$ cat src/hw/rtl/sm3_hash_core_defines.svh
// assertion macros used by the sm3 back end
`ifndef SM3_HASH_CORE_DEFINES_SVH
`define SM3_HASH_CORE_DEFINES_SVH

// same-cycle implication, checked outside reset
`define SM3_ASSERT_NOW(label, ante, cons, msg) \
    label: assert property (@(posedge i_clk) disable iff (!i_rst_n) (ante) |-> (cons)) \
        else $error(msg);

// next-cycle implication, checked outside reset
`define SM3_ASSERT_NEXT(label, ante, cons, msg) \
    label: assert property (@(posedge i_clk) disable iff (!i_rst_n) (ante) |=> (cons)) \
        else $error(msg);

`endif

$ cat src/hw/rtl/sm3_pkg.sv
// shared types, constants and helper functions of the sm3 hash core
`timescale 1ns / 1ps

package sm3_pkg;

    localparam logic [31:0] T_LOW  = 32'h79cc4519;
    localparam logic [31:0] T_HIGH = 32'h7a879d8a;

    localparam logic [31:0] IV [8] = '{
        32'h7380166f, 32'h4914b2b9, 32'h172442d7, 32'hda8a0600,
        32'ha96f30bc, 32'h163138aa, 32'he38dee4d, 32'hb0fb0e4e
    };

    // one message word with its block tags
    typedef struct packed {
        logic [31:0] word;
        logic        first;
        logic        tail;
        logic        final_blk;
    } t_beat;

    function automatic logic [31:0] rol(input logic [31:0] x, input int unsigned n);
        logic [31:0] r;
        r = (n % 32 == 0) ? x : ((x << (n % 32)) | (x >> (32 - (n % 32))));
        return r;
    endfunction

    function automatic logic [31:0] perm0(input logic [31:0] x);
        return x ^ rol(x, 9) ^ rol(x, 17);
    endfunction

    function automatic logic [31:0] perm1(input logic [31:0] x);
        return x ^ rol(x, 15) ^ rol(x, 23);
    endfunction

endpackage

$ cat src/hw/rtl/sm3_hash_core.sv
// sm3 hash core top level: front end, beat queue and compression engine
//
//  channel   direction  handshake           beat payload
//  message   in         i_valid / o_stall   i_message_word, i_first_block, i_final_block
//  digest    out        o_valid / i_stall   o_digest_word, o_word_index, o_last_word
//
//  a block of 16 beats is loaded into the window, then goes through the rounds and the
//  fold on the single shared round unit, which takes no new block until it is done;
//  a final block also sends its eight digest words before the next block is loaded
//  the queue keeps taking beats while rounds run, up to QUEUE_DEPTH of them
//  synchronous active-low reset loads the iv and empties queue and output register
//  output stall only holds the digest register and blocks further output
`timescale 1ns / 1ps

module sm3_hash_core #(
    parameter int QUEUE_DEPTH = 4
) (
    input  logic        i_clk,
    input  logic        i_rst_n,
    input  logic        i_valid,
    output logic        o_stall,
    input  logic [31:0] i_message_word,
    input  logic        i_first_block,
    input  logic        i_final_block,
    output logic        o_valid,
    input  logic        i_stall,
    output logic [31:0] o_digest_word,
    output logic [2:0]  o_word_index,
    output logic        o_last_word
);

    // beats tagged by the front end travel through the queue
    sm3_pkg::t_beat w_push_beat;
    sm3_pkg::t_beat w_head_beat;
    logic           w_push;
    logic           w_full;
    logic           w_pop;
    logic           w_empty;

    // counts words per block, marks the sixteenth
    sm3_front u_front (
        .i_clk          (i_clk),
        .i_rst_n        (i_rst_n),
        .i_valid        (i_valid),
        .o_stall        (o_stall),
        .i_message_word (i_message_word),
        .i_first_block  (i_first_block),
        .i_final_block  (i_final_block),
        .i_full         (w_full),
        .o_push         (w_push),
        .o_beat         (w_push_beat)
    );

    // decouples intake from the round engine
    sm3_fifo #(
        .DEPTH (QUEUE_DEPTH)
    ) u_fifo (
        .i_clk   (i_clk),
        .i_rst_n (i_rst_n),
        .i_push  (w_push),
        .i_beat  (w_push_beat),
        .o_full  (w_full),
        .i_pop   (w_pop),
        .o_empty (w_empty),
        .o_beat  (w_head_beat)
    );

    // expansion, compression, chaining and digest output
    sm3_back u_back (
        .i_clk         (i_clk),
        .i_rst_n       (i_rst_n),
        .i_empty       (w_empty),
        .i_beat        (w_head_beat),
        .o_pop         (w_pop),
        .o_valid       (o_valid),
        .i_stall       (i_stall),
        .o_digest_word (o_digest_word),
        .o_word_index  (o_word_index),
        .o_last_word   (o_last_word)
    );

endmodule

$ cat src/hw/rtl/sm3_front.sv
// sm3 front end: takes message beats and tags the block boundary
`timescale 1ns / 1ps

module sm3_front (
    input  logic          i_clk,
    input  logic          i_rst_n,
    input  logic          i_valid,
    output logic          o_stall,
    input  logic [31:0]   i_message_word,
    input  logic          i_first_block,
    input  logic          i_final_block,
    input  logic          i_full,
    output logic          o_push,
    output sm3_pkg::t_beat o_beat
);

    logic [3:0] r_word_count;
    logic [3:0] n_word_count;
    logic       w_tail;

    assign o_stall = i_full;
    assign o_push  = i_valid & ~i_full;
    assign w_tail  = (r_word_count == 4'd15);

    assign o_beat.word      = i_message_word;
    assign o_beat.first     = i_first_block;
    assign o_beat.tail      = w_tail;
    assign o_beat.final_blk = i_final_block & w_tail;

    assign n_word_count = o_push ? r_word_count + 4'd1 : r_word_count;

    always_ff @(posedge i_clk) begin
        if (!i_rst_n) begin
            r_word_count <= 4'd0;
        end else begin
            r_word_count <= n_word_count;
        end
    end

endmodule

$ cat src/hw/rtl/sm3_fifo.sv
// sm3 beat queue between front end and compression engine
`timescale 1ns / 1ps

module sm3_fifo #(
    parameter int DEPTH = 4
) (
    input  logic           i_clk,
    input  logic           i_rst_n,
    input  logic           i_push,
    input  sm3_pkg::t_beat i_beat,
    output logic           o_full,
    input  logic           i_pop,
    output logic           o_empty,
    output sm3_pkg::t_beat o_beat
);

    localparam int AW = (DEPTH > 1) ? $clog2(DEPTH) : 1;
    localparam int CW = $clog2(DEPTH + 1);
    localparam logic [AW-1:0] LAST = AW'(DEPTH - 1);

    sm3_pkg::t_beat r_mem [DEPTH];
    logic [AW-1:0]  r_wr;
    logic [AW-1:0]  r_rd;
    logic [CW-1:0]  r_count;

    assign o_full  = (r_count == CW'(DEPTH));
    assign o_empty = (r_count == '0);
    assign o_beat  = r_mem[r_rd];

    always_ff @(posedge i_clk) begin
        if (i_push) begin
            r_mem[r_wr] <= i_beat;
        end
    end

    always_ff @(posedge i_clk) begin
        if (!i_rst_n) begin
            r_wr    <= '0;
            r_rd    <= '0;
            r_count <= '0;
        end else begin
            if (i_push) begin
                r_wr <= (r_wr == LAST) ? '0 : r_wr + AW'(1);
            end
            if (i_pop) begin
                r_rd <= (r_rd == LAST) ? '0 : r_rd + AW'(1);
            end
            if (i_push && !i_pop) begin
                r_count <= r_count + CW'(1);
            end else if (!i_push && i_pop) begin
                r_count <= r_count - CW'(1);
            end
        end
    end

endmodule

$ cat src/hw/rtl/sm3_back.sv
// sm3 back end: expansion window, 64 serial rounds, fold and digest output
`timescale 1ns / 1ps
`include "sm3_hash_core_defines.svh"

module sm3_back (
    input  logic           i_clk,
    input  logic           i_rst_n,
    input  logic           i_empty,
    input  sm3_pkg::t_beat i_beat,
    output logic           o_pop,
    output logic           o_valid,
    input  logic           i_stall,
    output logic [31:0]    o_digest_word,
    output logic [2:0]     o_word_index,
    output logic           o_last_word
);

    typedef enum logic [1:0] {S_LOAD, S_ROUND, S_FOLD, S_EMIT} t_state;

    t_state      r_state;
    logic [31:0] r_cv  [8];
    logic [31:0] r_v   [8];
    logic [31:0] r_win [16];
    logic [31:0] r_tj;
    logic [5:0]  r_round;
    logic        r_final;
    logic [2:0]  r_idx;

    logic [31:0] w_new;
    logic [31:0] w_a12, w_ss1, w_ss2, w_ff, w_gg, w_tt1, w_tt2;
    logic        w_high;
    logic        w_out_free;

    assign o_pop      = (r_state == S_LOAD) && !i_empty;
    assign w_out_free = !o_valid || !i_stall;
    assign w_high     = (r_round[5:4] != 2'd0);

    // next expanded word and one compression round
    always_comb begin
        w_new = sm3_pkg::perm1(r_win[0] ^ r_win[7] ^ sm3_pkg::rol(r_win[13], 15))
              ^ sm3_pkg::rol(r_win[3], 7) ^ r_win[10];
        w_a12 = sm3_pkg::rol(r_v[0], 12);
        w_ss1 = sm3_pkg::rol(w_a12 + r_v[4] + r_tj, 7);
        w_ss2 = w_ss1 ^ w_a12;
        if (w_high) begin
            w_ff = (r_v[0] & r_v[1]) | (r_v[0] & r_v[2]) | (r_v[1] & r_v[2]);
            w_gg = (r_v[4] & r_v[5]) | (~r_v[4] & r_v[6]);
        end else begin
            w_ff = r_v[0] ^ r_v[1] ^ r_v[2];
            w_gg = r_v[4] ^ r_v[5] ^ r_v[6];
        end
        w_tt1 = w_ff + r_v[3] + w_ss2 + (r_win[0] ^ r_win[4]);
        w_tt2 = w_gg + r_v[7] + w_ss1 + r_win[0];
    end

    always_ff @(posedge i_clk) begin
        if (!i_rst_n) begin
            r_state <= S_LOAD;
            o_valid <= 1'b0;
            r_round <= '0;
            r_idx   <= '0;
            r_final <= 1'b0;
            for (int k = 0; k < 8; k++) begin
                r_cv[k] <= sm3_pkg::IV[k];
            end
        end else begin
            // emit state owns the valid flag while it runs
            if (o_valid && !i_stall && r_state != S_EMIT) begin
                o_valid <= 1'b0;
            end
            unique case (r_state)
                S_LOAD: begin
                    if (o_pop) begin
                        for (int k = 0; k < 15; k++) begin
                            r_win[k] <= r_win[k+1];
                        end
                        r_win[15] <= i_beat.word;
                        if (i_beat.first) begin
                            for (int k = 0; k < 8; k++) begin
                                r_cv[k] <= sm3_pkg::IV[k];
                            end
                        end
                        if (i_beat.tail) begin
                            for (int k = 0; k < 8; k++) begin
                                r_v[k] <= i_beat.first ? sm3_pkg::IV[k] : r_cv[k];
                            end
                            r_final <= i_beat.final_blk;
                            r_round <= '0;
                            r_tj    <= sm3_pkg::T_LOW;
                            r_state <= S_ROUND;
                        end
                    end
                end
                S_ROUND: begin
                    r_v[0] <= w_tt1;
                    r_v[1] <= r_v[0];
                    r_v[2] <= sm3_pkg::rol(r_v[1], 9);
                    r_v[3] <= r_v[2];
                    r_v[4] <= sm3_pkg::perm0(w_tt2);
                    r_v[5] <= r_v[4];
                    r_v[6] <= sm3_pkg::rol(r_v[5], 19);
                    r_v[7] <= r_v[6];
                    for (int k = 0; k < 15; k++) begin
                        r_win[k] <= r_win[k+1];
                    end
                    r_win[15] <= w_new;
                    r_tj <= (r_round == 6'd15) ? sm3_pkg::rol(sm3_pkg::T_HIGH, 16)
                                               : sm3_pkg::rol(r_tj, 1);
                    r_round <= r_round + 6'd1;
                    if (r_round == 6'd63) begin
                        r_state <= S_FOLD;
                    end
                end
                S_FOLD: begin
                    for (int k = 0; k < 8; k++) begin
                        r_cv[k] <= r_cv[k] ^ r_v[k];
                    end
                    r_idx   <= '0;
                    r_state <= r_final ? S_EMIT : S_LOAD;
                end
                S_EMIT: begin
                    if (w_out_free) begin
                        o_valid       <= 1'b1;
                        o_digest_word <= r_cv[r_idx];
                        o_word_index  <= r_idx;
                        o_last_word   <= (r_idx == 3'd7);
                        r_idx         <= r_idx + 3'd1;
                        if (r_idx == 3'd7) begin
                            r_state <= S_LOAD;
                        end
                    end
                end
                default: r_state <= S_LOAD;
            endcase
        end
    end

    `SM3_ASSERT_NOW(a_last_is_eighth, o_valid && o_last_word, o_word_index == 3'd7,
        "last digest beat without index seven")
    `SM3_ASSERT_NEXT(a_round_wraps_to_fold, r_state == S_ROUND && r_round == 6'd63,
        r_state == S_FOLD, "round counter did not hand over to fold")
    `SM3_ASSERT_NOW(a_pop_only_in_load, o_pop, r_state == S_LOAD && !i_empty,
        "queue popped outside load")

endmodule

$ cat config.mk
export PLATFORM = sky130hd
export DESIGN_NAME = sm3_hash_core
export DESIGN_NICKNAME = d
export VERILOG_FILES = /design/src/hw/rtl/sm3_pkg.sv /design/src/hw/rtl/sm3_hash_core.sv /design/src/hw/rtl/sm3_front.sv /design/src/hw/rtl/sm3_fifo.sv /design/src/hw/rtl/sm3_back.sv
export VERILOG_INCLUDE_DIRS = /design/src /design/src/hw/rtl
export SDC_FILE = /design/constraint.sdc
export NUM_CORES = 2
export LEC_CHECK = 0
export ABC_AREA = 1
export BUFFER_PORTS_ARGS = -buffer_cell sky130_fd_sc_hd__buf_2
export CORE_ASPECT_RATIO = 0.7
export CORE_MARGIN = 2
export CORE_UTILIZATION = 45
export CTS_BUF_LIST = sky130_fd_sc_hd__clkbuf_4 sky130_fd_sc_hd__clkbuf_8
export DETAILED_ROUTE_END_ITERATION = 6
export SLEW_MARGIN = 5
export SYNTH_ARGS = -nofsm -noshare
export SYNTH_HDL_FRONTEND = slang
export SYNTH_SLANG_ARGS = --single-unit
$ cat constraint.sdc
create_clock -name i_clk -period 15.64 [get_ports i_clk]
set_input_delay 0 -clock i_clk [delete_from_list [all_inputs] [get_ports i_clk]]
set_output_delay 0 -clock i_clk [all_outputs]
set_load 0.01 [all_outputs]
==> results.json <==
{
  "skew_ns": 0.0925,
  "ant_nets": 0,
  "min_path_cells": 4,
  "r2r_slack_ns": 7.94,
  "grt_pass1_vias": 41688,
  "critPathMaxFanout": 5,
  "end_kind": "flop",
  "cts_resized": 0,
  "drt-total-wl_mm": 224,
  "worstPathArrival_ns": 8.34,
  "root_buffer": "clkbuf_8",
  "startpoint_type": "flop",
  "synth_mux_area_share_pct": 0.0158,
  "setup_viol": 0,
  "synth_area_um2": 63200,
  "overflow": 0,
  "drive_above_1_share_pct": 8.81,
  "dieArea_um2": 144000,
  "period_needed_ns": 7.70,
  "n_fill_cell": 12463,
  "r2r_start": "u_back.r_v[0][22]",
  "hold_class": "input pin to flop",
  "relSlewSlack_pct": 15.4,
  "finalHoldViolations": 0,
  "violations": "design-rule violations",
  "r2r_end": "u_back.r_v[1][19]",
  "synth_ff_type": "edfxtp_1",
  "synthAdderAreaFrac_pct": 8.00,
  "synth_edf_count": 1200,
  "finalSetupTns_ns": 0,
  "place_hpwl_mm": 166,
  "viasPerCell": 5.72,
  "required_ns": 16.28,
  "startpoint": "u_back.r_v[0][22]",
  "start_util_pct": 45.2,
  "rr_worst_depth": 27,
  "finalCritPeriodShare_pct": 49.2,
  "tightest_slew_ns": 1.26,
  "cts_made_buffers": 192,
  "fp-row-count": 115,
  "min_to": "u_front.r_word_count[2]",
  "cts_tree": "done",
  "drt-initial-drc-count": 6868,
  "clock_latency_ns": 0.96,
  "synth_top_family_by_area": "simple AND/OR/NAND/NOR gates",
  "synth_area_per_cell_um2": 11.1,
  "async_flop_share_pct": 0,
  "holdCritStartpoint": "i_rst_n",
  "yosys.area_share.simple_pct": 11.9,
  "cts_num_sinks": 1258,
  "port_buffers": 75,
  "synth-xor-area-share_pct": 7.74,
  "ys_warn_count": 0,
  "path_clk_slew_ns": 0.07,
  "antenna_found_initial": 13,
  "cts_max_path_buffers": 3,
  "timing.fmax_ghz": 0.130,
  "drt_pass1_iterations": 7,
  "post_drt_wl_per_cell_um": 28.2,
  "synth_compound_area_share_pct": 8.63,
  "status": "finished with violations",
  "ys_ff_latch": 1258,
  "ios": 76,
  "syn_inst": 5713,
  "grt_max_degree": 91,
  "grtUsageTotal_pct": 30.9,
  "slew_violations": 0,
  "grt_pass1_wl_mm": 314,
  "vias": 45572,
  "synthesis.nets": 6042,
  "die_w_um": 452,
  "synth.distinct_cells": 60,
  "htreeDepth": 4,
  "yosysSeqAreaShare_pct": 58.8,
  "syn2layout_area_growth_pct": 11.5,
  "drv_cap": 0,
  "die_h_um": 318,
  "drcViolationCount": 4,
  "place_congestion": 1.02,
  "core-area_um2": 140000,
  "rsz0062_at_grt": "no",
  "path_class": "flop to flop",
  "nNetsFinal": 6254
}
## Yosys cell counts (all sizes together), types with 102 or more instances
| cell | n | area, µm² |
|---|---|---|
| edfxtp | 1200 | 36000 |
| nand2 | 965 | 3640 |
| inv | 604 | 2270 |
| o21ai | 484 | 2430 |
| nor2 | 471 | 1790 |
| xnor2 | 318 | 2810 |
| nand3 | 294 | 1500 |
| xor2 | 235 | 2070 |
| a21oi | 234 | 1190 |
| fa | 189 | 3780 |
| clkbuf | 144 | 551 |
| ha | 102 | 1280 |
## state kept, by name, summed over array words and instances, names as in the netlist, 2 cells and up, named ones only
signal	count
u_fifo.r_rd	2
u_back.r_round	6
u_back.r_win	512
u_fifo.r_mem	140
u_front.r_word_count	4
u_back.r_idx	3
u_back.r_v	256
u_back.r_state	2
u_fifo.r_count	3
u_fifo.r_wr	2
u_back.o_digest_word	32
u_back.o_word_index	3
u_back.r_tj	32
u_back.r_cv	256
## cell usage in the layout (no fill, tap or decap), types with 7 or more instances in the layout
master	instances
clkinv_1	45
nand2_2	10
o22a_1	16
or2_2	13
a21o_1	11
nand4_1	28
edfxtp_1	1200
fa_1	189
nand3_1	286
buf_2	75
ha_1	102
a21oi_1	230
nor2_4	13
nand2_1	953
diode_2	8
dfxtp_1	55
clkbuf_4	73
buf_4	71
o21ai_0	477
dlygate4sd3_1	71
a22oi_1	20
xor2_1	234
nor3_1	35
o211ai_1	38
xnor2_1	315
o22ai_1	56
o21bai_1	20
inv_2	8
a22o_1	18
clkbuf_8	196
nor2_1	455
inv_1	595
a31oi_1	51
clkinv_2	18
bufinv_16	7
## worst max path at each step
stage / to / slack (ns) / depth (start not counted)
6_report: u_back.r_v[1][19] / 7.94 / 27
5_1_grt: u_back.r_v[1][19] / 7.63 / 30
4_1_cts: u_back.r_v[1][19] / 8.24 / 30
3_5_place_dp: u_back.r_v[1][19] / 8.29 / 30
3_3_place_gp: u_back.r_v[1][19] / 8.22 / 27
2_1_floorplan: u_back.r_win[0][0] / 2.39 / 8
## cell type report
class / count / area, µm² / area share [%]
inverters: 608 / 2290 / 3.24
multi-input cells: 3646 / 23100 / 32.7
well taps: 1872 / 2340 / 3.32
diodes: 8 / 20.0 / 0.0284
flip-flops and latches: 1258 / 37200 / 52.8
clock buffers: 269 / 3250 / 4.60
clock inverters: 84 / 671 / 0.951
repair buffers: 219 / 1660 / 2.35
## repair_timing
item / 4_1_cts / 5_1_grt
hold endpoints to repair: 184 / 0
buffers inserted: 0 / 0
hold buffers: 71 / 0
## layer usage
| metal | GRT usage [%] | wire length [µm] | vias to the layer above |
|---|---|---|---|
| met2 | 37.7 | 83200 | 2686 |
| met3 | 12.1 | 32700 | 271 |
| met1 | 49.6 | 103000 | 22659 |
| li1 | - | - | 19944 |
| met5 | 0 | 64 | - |
| met4 | 7.79 | 5240 | 12 |
## per-stage QoR
stage / cell area (µm²) / setup slack [ns] / instances / hold WS, ns / utilization (%)
after floorplan: 63200 / 2.39 / 5713 / 0.0989 / -
after global placement: 65800 / 8.22 / 7532 / 0.215 / 47.0
after detailed placement: 65800 / 8.29 / 7532 / 0.215 / 47.0
after CTS: 70500 / 8.24 / 7956 / 0.0592 / 50.3
after global routing: 70500 / 7.63 / 7963 / 0.120 / 50.3
final: 70500 / 7.94 / 7964 / 0.142 / 50.4
## kinds of logic after synthesis
| group | count (synthesis) |
|---|---|
| compound gates | 974 |
| mux | 1 |
| fa+ha+maj | 291 |
| buf+inv | 809 |
| simple gates | 1826 |
| flops | 1258 |
| xor+xnor | 554 |
## worst max-delay path: stages (launching register included)
cell and delay [ns]:
edfxtp_1 0.60, fa_1 0.50, ha_1 0.36, a21oi_1 0.17, nand2_1 0.23, nand3_1 0.13
nand3_1 0.20, a21oi_1 0.42, inv_1 0.12, nand4_1 0.12, nand2_1 0.11, nand2_1 0.18
nand2_1 0.18, fa_1 0.52, inv_1 0.08, fa_1 0.54, inv_1 0.07, ha_1 0.34
a21oi_1 0.30, o21ai_0 0.19, nand2_1 0.09, nand3b_1 0.21, xnor2_1 0.38, nand2_1 0.17
nand2_1 0.09, nor2_1 0.04, o21ai_0 0.79, nand2_1 0.21
Power is left out: the tool's default activity adds up to more than one toggle a clock period on the data nets, which glitch-free logic cannot reach.
